## src/hdl/mtc_pkg.sv

```systemverilog
package mtc_pkg;

  localparam int unsigned MAX_ID_LEN_DEF = 29;
  localparam int unsigned MAX_TERMS_DEF  = 3;

  localparam logic [7:0] CH_BANG  = 8'h21;
  localparam logic [7:0] CH_STAR  = 8'h2A;
  localparam logic [7:0] CH_AMP   = 8'h26;
  localparam logic [7:0] CH_BAR   = 8'h7C;
  localparam logic [7:0] CH_COLON = 8'h3A;
  localparam logic [7:0] CH_UNDER = 8'h5F;
  localparam logic [7:0] CH_SPACE = 8'h20;

  // term flag bits
  localparam int unsigned F_NOT    = 0;
  localparam int unsigned F_BEFORE = 1;
  localparam int unsigned F_AFTER  = 2;

  typedef enum logic [2:0] {
    M_IDLE,
    M_EXPECT,
    M_NOT,
    M_STAR,
    M_IN_ID,
    M_AFTER,
    M_DEAD
  } mode_e;

  typedef enum logic [1:0] {
    OP_NONE,
    OP_AND,
    OP_OR
  } op_e;

  // shift controls shared by every cell of the chain
  typedef struct packed {
    logic win_shift;
    logic raw_shift;
    logic plain_load;
  } cell_ctl_t;

  function automatic logic is_id_char(input logic [7:0] c);
    return (c == CH_UNDER) || (c == CH_COLON) ||
           (c >= 8'h41 && c <= 8'h5A) || (c >= 8'h61 && c <= 8'h7A) ||
           (c >= 8'h30 && c <= 8'h39);
  endfunction

  function automatic logic is_special(input logic [7:0] c);
    return (c == CH_BANG) || (c == CH_STAR) || (c == CH_AMP) || (c == CH_BAR);
  endfunction

endpackage

```

## src/hdl/mtc_cell.sv

```systemverilog
module mtc_cell #(
  parameter int unsigned NUM_TERMS = mtc_pkg::MAX_TERMS_DEF
) (
  input  logic                  clk_i,
  input  mtc_pkg::cell_ctl_t    ctl_i,
  input  logic [NUM_TERMS-1:0]  app_en_i,
  input  logic [7:0]            win_prev_i,
  input  logic [7:0]            raw_prev_i,
  input  logic [7:0]            term_prev_i [NUM_TERMS],
  output logic [7:0]            win_o,
  output logic [7:0]            raw_o,
  output logic [7:0]            term_o [NUM_TERMS],
  output logic [NUM_TERMS-1:0]  eq_o
);

  logic [7:0] win_q, win_d;
  logic [7:0] raw_q, raw_d;
  logic [7:0] term_q [NUM_TERMS];
  logic [7:0] term_d [NUM_TERMS];

  assign win_d = ctl_i.win_shift ? win_prev_i : win_q;
  assign raw_d = ctl_i.raw_shift ? raw_prev_i : raw_q;

  always_comb begin
    for (int t = 0; t < NUM_TERMS; t++) begin
      if (t == 0 && ctl_i.plain_load) begin
        term_d[t] = raw_d;
      end else if (app_en_i[t]) begin
        term_d[t] = term_prev_i[t];
      end else begin
        term_d[t] = term_q[t];
      end
      // compare against the window as it stands after this beat
      eq_o[t] = (term_q[t] == win_d);
    end
  end

  always_ff @(posedge clk_i) begin
    win_q <= win_d;
    raw_q <= raw_d;
    for (int t = 0; t < NUM_TERMS; t++) begin
      term_q[t] <= term_d[t];
    end
  end

  assign win_o  = win_q;
  assign raw_o  = raw_q;
  assign term_o = term_q;

endmodule

```

## src/hdl/wildcard_name_query_matcher_top.sv

```systemverilog
// Wildcard name matcher. A beat with tuser 0 carries a query byte, tuser 1 a name byte;
// tlast closes the string and produces one result beat. A query is up to MAX_TERMS terms
// of the form [!][*]id[*] joined by & or | (spaces ignored, missing operator is and,
// evaluation strictly left to right); a line with none of ! * & | is one exact term.
// Names are tested against all terms at once by a chain of MAX_ID_LEN cells, each holding
// one character of the name window, of the raw query line and of every term (stored in
// reverse so appends and name bytes are both plain shifts). One beat is taken every clock
// cycle while the input is not stalled; a result appears in the cycle after its closing
// beat and is held in an output register; input stalls only while that result waits and
// the sink holds it off. No clearing pass after reset.
module wildcard_name_query_matcher_top #(
  parameter int unsigned MAX_ID_LEN = mtc_pkg::MAX_ID_LEN_DEF,
  parameter int unsigned MAX_TERMS  = mtc_pkg::MAX_TERMS_DEF
) (
  input  logic        clk_i,
  input  logic        rst_ni,
  input  logic        s_axis_tvalid_i,
  output logic        s_axis_tready_o,
  input  logic [15:0] s_axis_tdata_i,   // [7:0] data_byte, [8] no_byte, rest zero
  input  logic        s_axis_tuser_i,   // kind
  input  logic        s_axis_tlast_i,
  output logic        m_axis_tvalid_o,
  input  logic        m_axis_tready_i,
  output logic [7:0]  m_axis_tdata_o,   // [0] matched, [1] query_bad, [3:2] terms_found
  output logic        m_axis_tuser_o    // result_kind
);

  localparam int unsigned LW  = $clog2(MAX_ID_LEN + 1);
  localparam int unsigned NW  = $clog2(MAX_ID_LEN + 2);
  localparam int unsigned CW  = $clog2(MAX_TERMS + 1);
  localparam int unsigned TIW = (MAX_TERMS > 1) ? $clog2(MAX_TERMS) : 1;
  localparam int unsigned CIW = (MAX_ID_LEN > 1) ? $clog2(MAX_ID_LEN) : 1;

  // input beat
  logic       in_acc, kind, none, last;
  logic [7:0] c;
  logic       name_chr;

  assign in_acc   = s_axis_tvalid_i & s_axis_tready_o;
  assign kind     = s_axis_tuser_i;
  assign c        = s_axis_tdata_i[7:0];
  assign none     = s_axis_tdata_i[8];
  assign last     = s_axis_tlast_i;
  assign name_chr = in_acc & kind & ~none;

  // query and name state
  mtc_pkg::mode_e mode_q, mode_d;
  mtc_pkg::op_e   op_q [MAX_TERMS];
  mtc_pkg::op_e   op_d [MAX_TERMS];
  logic [LW-1:0]  len_q [MAX_TERMS];
  logic [LW-1:0]  len_d [MAX_TERMS];
  logic [2:0]     flg_q [MAX_TERMS];
  logic [2:0]     flg_d [MAX_TERMS];
  logic [CW-1:0]  cnt_q, cnt_d, cur;
  logic [NW-1:0]  rawlen_q, rawlen_d;
  logic           spec_q, spec_d, err_q, err_d;
  logic [NW-1:0]  nlen_q, nlen_d, nlen_nx;
  logic [MAX_TERMS-1:0] pal_q, pal_d, cs_q, cs_d;

  // output register
  logic       out_vld_q;
  logic       out_kind_q, out_match_q, out_bad_q;
  logic [1:0] out_terms_q;
  logic       load_out, res_match;

  // chain wiring
  mtc_pkg::cell_ctl_t   cell_ctl;
  logic                 raw_shift, plain_load, clr_name, ok, acc, tm;
  logic [MAX_TERMS-1:0] app_en, tail;
  logic [7:0]           win_chain  [MAX_ID_LEN];
  logic [7:0]           raw_chain  [MAX_ID_LEN];
  logic [7:0]           term_chain [MAX_ID_LEN][MAX_TERMS];
  logic [MAX_TERMS-1:0] eq_all     [MAX_ID_LEN];
  logic [7:0]           rsel [MAX_TERMS];
  logic [NW-1:0]        ridx [MAX_TERMS];

  assign cell_ctl = '{win_shift: name_chr, raw_shift: raw_shift, plain_load: plain_load};

  for (genvar i = 0; i < MAX_ID_LEN; i++) begin : g_cell
    logic [7:0] win_p, raw_p;
    logic [7:0] term_p [MAX_TERMS];
    if (i == 0) begin : g_head
      assign win_p = c;
      assign raw_p = c;
      for (genvar t = 0; t < MAX_TERMS; t++) begin : g_t
        assign term_p[t] = c;
      end
    end else begin : g_body
      assign win_p = win_chain[i-1];
      assign raw_p = raw_chain[i-1];
      for (genvar t = 0; t < MAX_TERMS; t++) begin : g_t
        assign term_p[t] = term_chain[i-1][t];
      end
    end
    mtc_cell #(.NUM_TERMS(MAX_TERMS)) u_cell (
      .clk_i       (clk_i),
      .ctl_i       (cell_ctl),
      .app_en_i    (app_en),
      .win_prev_i  (win_p),
      .raw_prev_i  (raw_p),
      .term_prev_i (term_p),
      .win_o       (win_chain[i]),
      .raw_o       (raw_chain[i]),
      .term_o      (term_chain[i]),
      .eq_o        (eq_all[i])
    );
  end

  // name length after this beat, saturating one past the longest term
  assign nlen_nx = (name_chr && nlen_q < NW'(MAX_ID_LEN + 1)) ? nlen_q + NW'(1) : nlen_q;

  // suffix test of every term against the updated window, plus the term
  // character at the current name position for the prefix test
  always_comb begin
    for (int t = 0; t < MAX_TERMS; t++) begin
      tail[t] = (nlen_nx >= NW'(len_q[t]));
      for (int i = 0; i < MAX_ID_LEN; i++) begin
        if (LW'(i) < len_q[t] && !eq_all[i][t]) begin
          tail[t] = 1'b0;
        end
      end
      // terms are held reversed: character p sits in cell len-1-p
      ridx[t] = NW'(len_q[t]) - NW'(1) - nlen_q;
      rsel[t] = term_chain[ridx[t][CIW-1:0]][t];
    end
  end

  always_comb begin
    mode_d     = mode_q;
    op_d       = op_q;
    len_d      = len_q;
    flg_d      = flg_q;
    cnt_d      = cnt_q;
    rawlen_d   = rawlen_q;
    spec_d     = spec_q;
    err_d      = err_q;
    nlen_d     = nlen_q;
    pal_d      = pal_q;
    cs_d       = cs_q;
    raw_shift  = 1'b0;
    plain_load = 1'b0;
    app_en     = '0;
    clr_name   = 1'b0;
    load_out   = 1'b0;
    res_match  = 1'b0;
    cur        = '0;
    ok         = 1'b0;
    acc        = 1'b1;
    tm         = 1'b0;

    if (in_acc && !kind) begin
      // first query beat after a finished query starts over
      if (mode_q == mtc_pkg::M_IDLE) begin
        for (int t = 0; t < MAX_TERMS; t++) begin
          len_d[t] = '0;
          flg_d[t] = '0;
          op_d[t]  = mtc_pkg::OP_NONE;
        end
        cnt_d    = '0;
        rawlen_d = '0;
        spec_d   = 1'b0;
        err_d    = 1'b0;
        mode_d   = mtc_pkg::M_EXPECT;
        clr_name = 1'b1;
      end
      if (!none) begin
        if (rawlen_d < NW'(MAX_ID_LEN)) begin
          raw_shift = 1'b1;
        end
        if (rawlen_d < NW'(MAX_ID_LEN + 1)) begin
          rawlen_d = rawlen_d + NW'(1);
        end
        if (mtc_pkg::is_special(c)) begin
          spec_d = 1'b1;
        end
        cur = cnt_d - CW'(1);
        if (mode_d != mtc_pkg::M_DEAD) begin
          if (mtc_pkg::is_id_char(c)) begin
            ok = 1'b1;
            if (mode_d inside {mtc_pkg::M_EXPECT, mtc_pkg::M_AFTER}) begin
              if (cnt_d >= CW'(MAX_TERMS)) begin
                ok     = 1'b0;
                err_d  = 1'b1;
                mode_d = mtc_pkg::M_DEAD;
              end else begin
                len_d[cnt_d[TIW-1:0]] = '0;
                flg_d[cnt_d[TIW-1:0]] = '0;
                cnt_d = cnt_d + CW'(1);
              end
            end
            if (ok) begin
              cur = cnt_d - CW'(1);
              if (cnt_d == '0 || len_d[cur[TIW-1:0]] >= LW'(MAX_ID_LEN)) begin
                err_d  = 1'b1;
                mode_d = mtc_pkg::M_DEAD;
              end else begin
                app_en[cur[TIW-1:0]] = 1'b1;
                len_d[cur[TIW-1:0]]  = len_d[cur[TIW-1:0]] + LW'(1);
                mode_d = mtc_pkg::M_IN_ID;
              end
            end
          end else if (c == mtc_pkg::CH_BANG) begin
            if (mode_d inside {mtc_pkg::M_EXPECT, mtc_pkg::M_AFTER} &&
                cnt_d < CW'(MAX_TERMS)) begin
              len_d[cnt_d[TIW-1:0]] = '0;
              flg_d[cnt_d[TIW-1:0]] = 3'b001 << mtc_pkg::F_NOT;
              cnt_d  = cnt_d + CW'(1);
              mode_d = mtc_pkg::M_NOT;
            end else begin
              err_d  = 1'b1;
              mode_d = mtc_pkg::M_DEAD;
            end
          end else if (c == mtc_pkg::CH_STAR) begin
            if (mode_d inside {mtc_pkg::M_EXPECT, mtc_pkg::M_AFTER}) begin
              if (cnt_d < CW'(MAX_TERMS)) begin
                len_d[cnt_d[TIW-1:0]] = '0;
                flg_d[cnt_d[TIW-1:0]] = 3'b001 << mtc_pkg::F_BEFORE;
                cnt_d  = cnt_d + CW'(1);
                mode_d = mtc_pkg::M_STAR;
              end else begin
                err_d  = 1'b1;
                mode_d = mtc_pkg::M_DEAD;
              end
            end else if (mode_d == mtc_pkg::M_NOT) begin
              flg_d[cur[TIW-1:0]][mtc_pkg::F_BEFORE] = 1'b1;
              mode_d = mtc_pkg::M_STAR;
            end else if (mode_d == mtc_pkg::M_IN_ID) begin
              flg_d[cur[TIW-1:0]][mtc_pkg::F_AFTER] = 1'b1;
              mode_d = mtc_pkg::M_AFTER;
            end else begin
              err_d  = 1'b1;
              mode_d = mtc_pkg::M_DEAD;
            end
          end else if (c == mtc_pkg::CH_AMP || c == mtc_pkg::CH_BAR) begin
            if (mode_d inside {mtc_pkg::M_IN_ID, mtc_pkg::M_AFTER} &&
                cnt_d < CW'(MAX_TERMS)) begin
              op_d[cnt_d[TIW-1:0]] = (c == mtc_pkg::CH_AMP) ? mtc_pkg::OP_AND
                                                            : mtc_pkg::OP_OR;
              mode_d = mtc_pkg::M_EXPECT;
            end else begin
              err_d  = 1'b1;
              mode_d = mtc_pkg::M_DEAD;
            end
          end else if (c == mtc_pkg::CH_SPACE) begin
            if (mode_d == mtc_pkg::M_IN_ID) begin
              mode_d = mtc_pkg::M_AFTER;
            end
          end else begin
            err_d  = 1'b1;
            mode_d = mtc_pkg::M_DEAD;
          end
        end
      end
      if (last) begin
        if (!spec_d) begin
          // plain line: the whole raw line becomes one exact term
          for (int t = 0; t < MAX_TERMS; t++) begin
            flg_d[t] = '0;
            op_d[t]  = mtc_pkg::OP_NONE;
          end
          plain_load = 1'b1;
          len_d[0] = (rawlen_d > NW'(MAX_ID_LEN)) ? LW'(MAX_ID_LEN) : rawlen_d[LW-1:0];
          cnt_d    = CW'(1);
          err_d    = (rawlen_d > NW'(MAX_ID_LEN));
        end else if (mode_d inside {mtc_pkg::M_NOT, mtc_pkg::M_STAR, mtc_pkg::M_EXPECT}) begin
          // dangling modifier or operator
          err_d = 1'b1;
        end
        mode_d   = mtc_pkg::M_IDLE;
        clr_name = 1'b1;
        load_out = 1'b1;
      end
    end else if (in_acc && kind) begin
      if (!none) begin
        for (int t = 0; t < MAX_TERMS; t++) begin
          if (CW'(t) < cnt_q) begin
            if (nlen_q < NW'(len_q[t]) && rsel[t] != c) begin
              pal_d[t] = 1'b0;
            end
            if (tail[t]) begin
              cs_d[t] = 1'b1;
            end
          end
        end
        nlen_d = nlen_nx;
      end
      if (last) begin
        for (int t = 0; t < MAX_TERMS; t++) begin
          if (CW'(t) < cnt_q) begin
            if (flg_q[t][mtc_pkg::F_BEFORE] && flg_q[t][mtc_pkg::F_AFTER]) begin
              tm = (len_q[t] == '0) || cs_d[t];
            end else if (flg_q[t][mtc_pkg::F_AFTER]) begin
              tm = pal_d[t] && (nlen_d >= NW'(len_q[t]));
            end else if (flg_q[t][mtc_pkg::F_BEFORE]) begin
              tm = tail[t];
            end else begin
              tm = pal_d[t] && (nlen_d == NW'(len_q[t]));
            end
            tm = tm ^ flg_q[t][mtc_pkg::F_NOT];
            if (t > 0 && op_q[t] == mtc_pkg::OP_OR) begin
              acc = acc | tm;
            end else begin
              acc = acc & tm;
            end
          end
        end
        res_match = acc & ~err_q;
        clr_name  = 1'b1;
        load_out  = 1'b1;
      end
    end

    if (clr_name) begin
      nlen_d = '0;
      pal_d  = '1;
      cs_d   = '0;
    end
  end

  always_ff @(posedge clk_i or negedge rst_ni) begin
    if (!rst_ni) begin
      mode_q   <= mtc_pkg::M_IDLE;
      cnt_q    <= '0;
      rawlen_q <= '0;
      spec_q   <= 1'b0;
      err_q    <= 1'b0;
      nlen_q   <= '0;
      pal_q    <= '1;
      cs_q     <= '0;
      for (int t = 0; t < MAX_TERMS; t++) begin
        len_q[t] <= '0;
        flg_q[t] <= '0;
        op_q[t]  <= mtc_pkg::OP_NONE;
      end
      out_vld_q <= 1'b0;
    end else begin
      mode_q   <= mode_d;
      cnt_q    <= cnt_d;
      rawlen_q <= rawlen_d;
      spec_q   <= spec_d;
      err_q    <= err_d;
      nlen_q   <= nlen_d;
      pal_q    <= pal_d;
      cs_q     <= cs_d;
      len_q    <= len_d;
      flg_q    <= flg_d;
      op_q     <= op_d;
      if (load_out) begin
        out_vld_q <= 1'b1;
      end else if (m_axis_tready_i) begin
        out_vld_q <= 1'b0;
      end
    end
  end

  // result payload, no reset needed
  always_ff @(posedge clk_i) begin
    if (load_out) begin
      out_kind_q  <= kind;
      out_match_q <= res_match;
      out_bad_q   <= err_d;
      out_terms_q <= 2'(cnt_d);
    end
  end

  // input stalls only while a result waits and the sink holds it
  assign s_axis_tready_o = ~out_vld_q | m_axis_tready_i;
  assign m_axis_tvalid_o = out_vld_q;
  assign m_axis_tuser_o  = out_kind_q;
  assign m_axis_tdata_o  = {4'b0000, out_terms_q, out_bad_q, out_match_q};

endmodule

```

## config.mk

```make
export PLATFORM = sky130hd
export DESIGN_NAME = wildcard_name_query_matcher_top
export DESIGN_NICKNAME = d
export VERILOG_FILES = /design/src/hdl/mtc_pkg.sv /design/src/hdl/mtc_cell.sv /design/src/hdl/wildcard_name_query_matcher_top.sv
export SDC_FILE = /design/constraint.sdc
export NUM_CORES = 2
export LEC_CHECK = 0
export BUFFER_PORTS_ARGS = -buffer_cell sky130_fd_sc_hd__buf_2
export CORE_ASPECT_RATIO = 1.1
export CORE_MARGIN = 5
export CORE_UTILIZATION = 40
export CTS_BUF_LIST = sky130_fd_sc_hd__clkbuf_16
export DETAILED_ROUTE_END_ITERATION = 12
export PLACE_DENSITY = 0.58
export SETUP_SLACK_MARGIN = 0.2
export SLEW_MARGIN = 10
export SYNTH_ARGS = -nofsm -noshare
export SYNTH_HDL_FRONTEND = slang
export SYNTH_HIERARCHICAL = 1
export SYNTH_SLANG_ARGS = --single-unit
```

## constraint.sdc

```tcl
create_clock -name clk_i -period 19 [get_ports clk_i]
set_input_delay 3.8 -clock clk_i [delete_from_list [all_inputs] [get_ports clk_i]]
set_output_delay 3.8 -clock clk_i [all_outputs]
set_load 0.05 [all_outputs]
```

# [Word level (Yosys, flattened, before mapping)]
# Cells that the tools add are included.
[totals] register_bits=1219 in_bits=22 word_cells=1116
[op_classes] add_sub_neg=12 n_lt_le_gt_ge=123 eq_ne=111 n_mux=444 bitwise_logic=35 n_reduce_logical=224
[ops] operator="two-way mux 8 bit" n=118
[ops] operator="== test 8 bit" n=87
[ops] operator="binary-select mux 24 bit (select 5 bit)" n=3
[ops] operator="two-way mux 15 bit" n=18
[ops] operator="< comparator 5 bit (first input constant)" n=39
[ops] operator="two-way mux 1 bit" n=181
[ops] operator="two-way mux 9 bit" n=16
[ops] operator="< comparator 4 x 5 -> 1 bit (first input constant)" n=24
[ops] operator="two-way mux 3 bit" n=40
[ops] operator="logical AND 1 bit" n=111
[ops] operator="two-way mux 5 bit" n=19
[ops] operator="zero test 1 bit" n=88
[ops] operator="two-way mux 6 bit" n=11
[ops] operator="< comparator 3 x 5 -> 1 bit (first input constant)" n=12
[ops] operator="two-way mux 2 bit" n=24
[ops] operator="two-way mux 24 bit" n=2
[ops] operator="== test 8 x 6 -> 1 bit (second input constant)" n=5
[ops] operator="two-way mux 16 bit" n=2
[ops] operator=">= comparator 5 bit" n=6
[ops] operator="< comparator 1 x 5 -> 1 bit (first input constant)" n=6
[ops] operator="< comparator 2 x 5 -> 1 bit (first input constant)" n=6
[ops] operator="!= test 8 bit" n=3
[ops] operator="demux 5 bit (select 2 bit)" n=2
[ops] operator="demux 3 bit (select 2 bit)" n=3
[ops] operator="57 further kinds" n=123

# [Logic depth before layout (Yosys ltp)]
[logic_depth] ltp_word=67 depth_mapped=24

# [By module]
# The synthesis kept the hierarchy.
[modules_own_cells] mod="mtc_cell" instances=29 cells_each=109 area_each_um2=1646.6
[modules_own_cells] mod="wildcard_name_query_matcher_top" instances=1 cells_each=1434 area_each_um2=12883.6

# [Least setup slack after synthesis]
# No wires, ideal clock.
[synth_timing] kind="input-to-reg" start="in s_axis_tdata_i[2]" end="reg len_q[0] in the netlist's numbering" arrival_time_ps=10903 t_required_ps=18917 setup_slack_ps=8014 path_stages=11 cell_sequence="clkbuf_1 -> a21oi_1 -> or3_1 -> a41oi_1 -> a2111oi_1 -> nand2_1 -> nor2_1 -> and2_1 -> nand2_1 -> inv_1 -> a22o_1"
[synth_via] elab_chain_cells=8 word_cells_on_any_way=22 cone_classes="6 x order compare; 4 x eq/ne; 5 x mux; 7 x reduce/logical"
[synth_lines] item="start: declaration" line="wildcard_name_query_matcher_top.sv:19" text="input logic [15:0] s_axis_tdata_i,"
[synth_lines] item=">= comparator 8 x 7 -> 1 bit (tied with other cells)" line="mtc_pkg.sv:44" text="(c >= 8'h41 && c <= 8'h5A) || (c >= 8'h61 && c <= 8'h7A) ||"
[synth_lines] item="logical AND 1 bit or logical OR 1 bit (tied branches)" line="mtc_pkg.sv:44, mtc_pkg.sv:43"
[synth_lines] item="logical OR 1 bit" line="mtc_pkg.sv:43" text="return (c == CH_UNDER) || (c == CH_COLON) ||"
[synth_lines] item="logical OR 1 bit (2 in series)" line="mtc_pkg.sv:44"
[synth_lines] item="two-way mux 15 bit (*)" line="wildcard_name_query_matcher_top.sv:178" text="if (mtc_pkg::is_id_char(c)) begin"
[synth_lines] item="two-way mux 15 bit (*)" line="wildcard_name_query_matcher_top.sv:177" text="if (mode_d != mtc_pkg::M_DEAD) begin"
[synth_lines] item="two-way mux 15 bit (*)" line="wildcard_name_query_matcher_top.sv:166" text="if (!none) begin"
[synth_lines] item="end signal: assignment" line="wildcard_name_query_matcher_top.sv:345" text="len_q <= len_d;"
[synth_lines] item="end: declaration" line="wildcard_name_query_matcher_top.sv:50" text="logic [LW-1:0] len_q [MAX_TERMS];"
# Mark *: on every way between the ends. The rest lies on a longest branch, timed or not.
# A chain may end at the register's enable or synchronous reset.

==> results.py <==
metrics = {
    "cts": {
        "tritoncts": "done",
        "cts_made_buffers": 136,
        "cts_max_level": 4,
        "cts_num_sinks": 1217,
        "clk_latency_ns": 0.78,
        "path_clk_slew_ns": 0.06,
        "postCtsHoldBufs": 0,
        "clock_path_buffers": 3,
        "cts-root-buf": "clkbuf_16",
        "post_cts_buffers": 0,
        "post_cts_resize_count": 0,
    },
    "pwr": {
        "power.density_mw_per_mm2": 106,
        "vdd_ir_drop_max_mv": 0.0794,
        "clkPwrFrac": 0.361,
        "p_leak_nw": 24.5,
        "swShare": 0.303,
        "p_sw_w": 0.00215,
        "pwr-share-seq": 0.437,
        "p_int_w": 0.00495,
        "comb_power_share": 0.202,
    },
    "sta": {
        "relSlewSlack": 0.107,
        "fin_crit_ns": 11.04,
        "finalCritPeriodShare": 0.581,
        "finalSetupViolCount": 0,
        "final.setup_skew_ns": 0.0367,
        "worst_pin_slew_ns": 1.34,
        "rsz0062_at_grt": "false",
        "finalSetupTns_ns": 0,
        "timing_hold_violations_final": 0,
        "maxSlewViolCount": 0,
        "fmax_mhz": 90.6,
    },
    "global_route": {
        "overflow": 0,
        "grt_util_all_layers": 0.237,
        "grt_antenna_before_repair": 3,
        "busiest_layer": "met2",
        "grt_pass1_wl_um": 276000,
        "grt_pass1_vias": 37477,
        "grt_max_degree": 127,
        "grtUsageMet3": 0.0432,
        "use_met1": 0.308,
        "grt_use_met2": 0.391,
    },
    "setup_path": {
        "r2r_cells": 20,
        "critical_path_arrival_ns": 11.55,
        "cp.depth": 21,
        "cp-end-kind": "flip-flop",
        "path_delay_family": "simple AND/OR/NAND/NOR gates",
        "crit_buf_inv": 3,
        "timing.critical_path.cells": "buf_2 -> nand2b_1 -> nand3_1 -> nor2_4 -> buf_4 -> buf_4 -> mux2i_2 -> xor2_1 -> nand4_1 -> nor2_1 -> nand3_1 -> a2111oi_2 -> o221ai_1 -> a2111oi_2 -> a21oi_1 -> o211a_1 -> nor4_1 -> o211ai_1 -> o221a_1 -> nor4_1 -> nor3_2",
        "cp.required_ns": 19.51,
        "cp-start-kind": "input pin",
        "critPathKind": "in2reg",
        "path_max_fanout": 42,
        "max_stage_delay_ns": 0.98,
        "slowest_stage": "nor2_4",
    },
    "detailed_routing": {
        "dr.pass1.iters": 6,
        "route.detailed.drc": 0,
        "wl_per_cell_um": 29.0,
        "wl_um": 194000,
        "ant_nets": 0,
        "vias": 38405,
        "via_per_inst": 5.74,
        "drt_iter0_drc": 3594,
    },
    "cells_and_area": {
        "layout_common_cells": "xor2_1, edfxtp_1, mux2_2, dfxtp_1, inv_1",
        "final_common_cell": "xor2_1",
        "fin_cells": 6685,
        "fillers": 13627,
        "stdcell_area_sq_mm": 0.0669,
        "fin_nets": 4699,
        "drive_gt1_frac": 0.255,
        "syn2layout_area_growth_pct": 10.4,
    },
    "synthesis": {
        "synth_top_flop_cell": "edfxtp_1",
        "yosysSeqAreaShare": 0.522,
        "ys_ff_latch": 1217,
        "synth_cells": 4595,
        "yosysWarnings": 6,
        "synth_area_sq_mm": 0.0606,
        "async_flop_share": 0.0427,
        "synth.avg_cell_area_sq_um": 13.2,
        "synth-edff-count": 701,
        "ys_types": 94,
    },
    "status": {
        "status": "completed",
    },
    "run": {
        "cap_violations": 0,
    },
    "floorplan": {
        "die_area_sq_mm": 0.159,
        "die_x_um": 381,
        "pin_count": 33,
        "rows": 149,
        "initial_core_util": 0.404,
        "fp.dieH_um": 418,
        "core-area_sq_mm": 0.150,
    },
    "min_path": {
        "min_path_type": "reg2reg",
        "hold_path_depth": 2,
    },
    "place": {
        "placedCellCount": 6433,
        "dpl.hpwl_um": 144000,
        "port_buffers": 21,
        "gp_congestion": 0.933,
        "placed_cell_area_sq_mm": 0.0626,
    },
}
-- logic make-up (layout without fill, tap and decap cells) --
| family | Yosys count | count (layout) | share of synthesized area |
|---|---|---|---|
| flops | 1217 | 1217 | 0.522 |
| simple gates | 754 | 754 | 0.0642 |
| fa+ha+maj | 70 | 70 | 0.0148 |
| compound gates | 394 | 394 | 0.0440 |
| other cells | 1 | 5 | 0.0000618 |
| xor+xnor | 753 | 753 | 0.110 |
| mux | 913 | 913 | 0.209 |
| buf+inv | 493 | 616 | 0.0364 |
-- Yosys cell counts, types with 58 or more instances --
library cell | count | area [sq um]
a21oi_1 | 88 | 440
clkbuf_1 | 99 | 372
dfxtp_1 | 464 | 9290
edfxtp_1 | 701 | 21100
ha_1 | 66 | 826
inv_1 | 287 | 1080
mux2_2 | 467 | 5260
mux2i_2 | 232 | 3190
mux4_2 | 162 | 3650
nand2_1 | 149 | 559
nand3_1 | 58 | 290
nand4_1 | 204 | 1280
nor2_1 | 161 | 604
o21ai_0 | 79 | 395
xor2_1 | 710 | 6220
-- routing by layer --
metal	routed length, um	vias up	share of wire
met5	0	-	0
met2	91700	1476	0.47
li1	-	16894	-
met3	13000	319	0.067
met1	80000	19716	0.41
met4	8900	0	0.046
-- power by group through the flow --
stage	Sequential, W	Combinational (W)	Clock, W
2_1_floorplan	0.00309	0.000954	0
3_3_place_gp	0.00316	0.00139	0
3_5_place_dp	0.00316	0.00140	0
4_1_cts	0.00310	0.00141	0.00261
5_1_grt	0.00312	0.00150	0.00272
6_report	0.00310	0.00144	0.00256
-- state kept, by name (all words and copies together), names as in the netlist, 2 cells and up --
signal and cells:
rawlen_q 5, pal_q 3, flg_q 9, nlen_q 5
out_terms_q 2, mode_q 3, g_cell.u_cell/win_o 232, cs_q 3
g_cell.u_cell/term_o 696, cnt_q 2, len_q 15, g_cell.u_cell/raw_o 232
op_q 4
-- tightest hold or removal path, stage by stage, from the launching register on --
cell and delay, ns:
dfrtp_1 0.34, nand2_1 0.04, o21ai_0 0.06
-- area by class of cell --
| type | instances | area (sq um) | share of cell area |
|---|---|---|---|
| inverter | 290 | 1100 | 0.0165 |
| multi-input combinational | 2888 | 26900 | 0.402 |
| sequential | 1217 | 31600 | 0.473 |
| timing repair buffer | 75 | 523 | 0.00781 |
| antenna | 1 | 2.50 | 0.0000374 |
| clock inverter | 110 | 777 | 0.0116 |
| tap | 1963 | 2460 | 0.0367 |
| clock buffer | 141 | 3530 | 0.0527 |
-- metrics by stage --
| stage | worst slack (ns) | hold WS [ns] | total power [W] | util |
|---|---|---|---|---|
| 3_3_place_gp | 7.29 | 0.456 | 0.00455 | 0.417 |
| 2_1_floorplan | 8.01 | 0.442 | 0.00404 | - |
| 3_5_place_dp | 7.20 | 0.463 | 0.00456 | 0.417 |
| 4_1_cts | 8.06 | 0.475 | 0.00713 | 0.445 |
| 6_report | 7.96 | 0.473 | 0.00710 | 0.445 |
| 5_1_grt | 7.57 | 0.482 | 0.00734 | 0.445 |
-- final timing paths --
kind,from,to,slack (ns)
max,m_axis_tready_i,out_match_q,7.96
min,op_q[1],op_q[1],0.47
max reg2reg,m_axis_tvalid_o,out_match_q,10.69
min reg2reg,op_q[1],op_q[1],0.47
max in group asynchronous,rst_ni,nlen_q[4],15.35
min in group asynchronous,rst_ni,spec_q,3.17
Note: power is estimated with default switching activity, not from simulation.
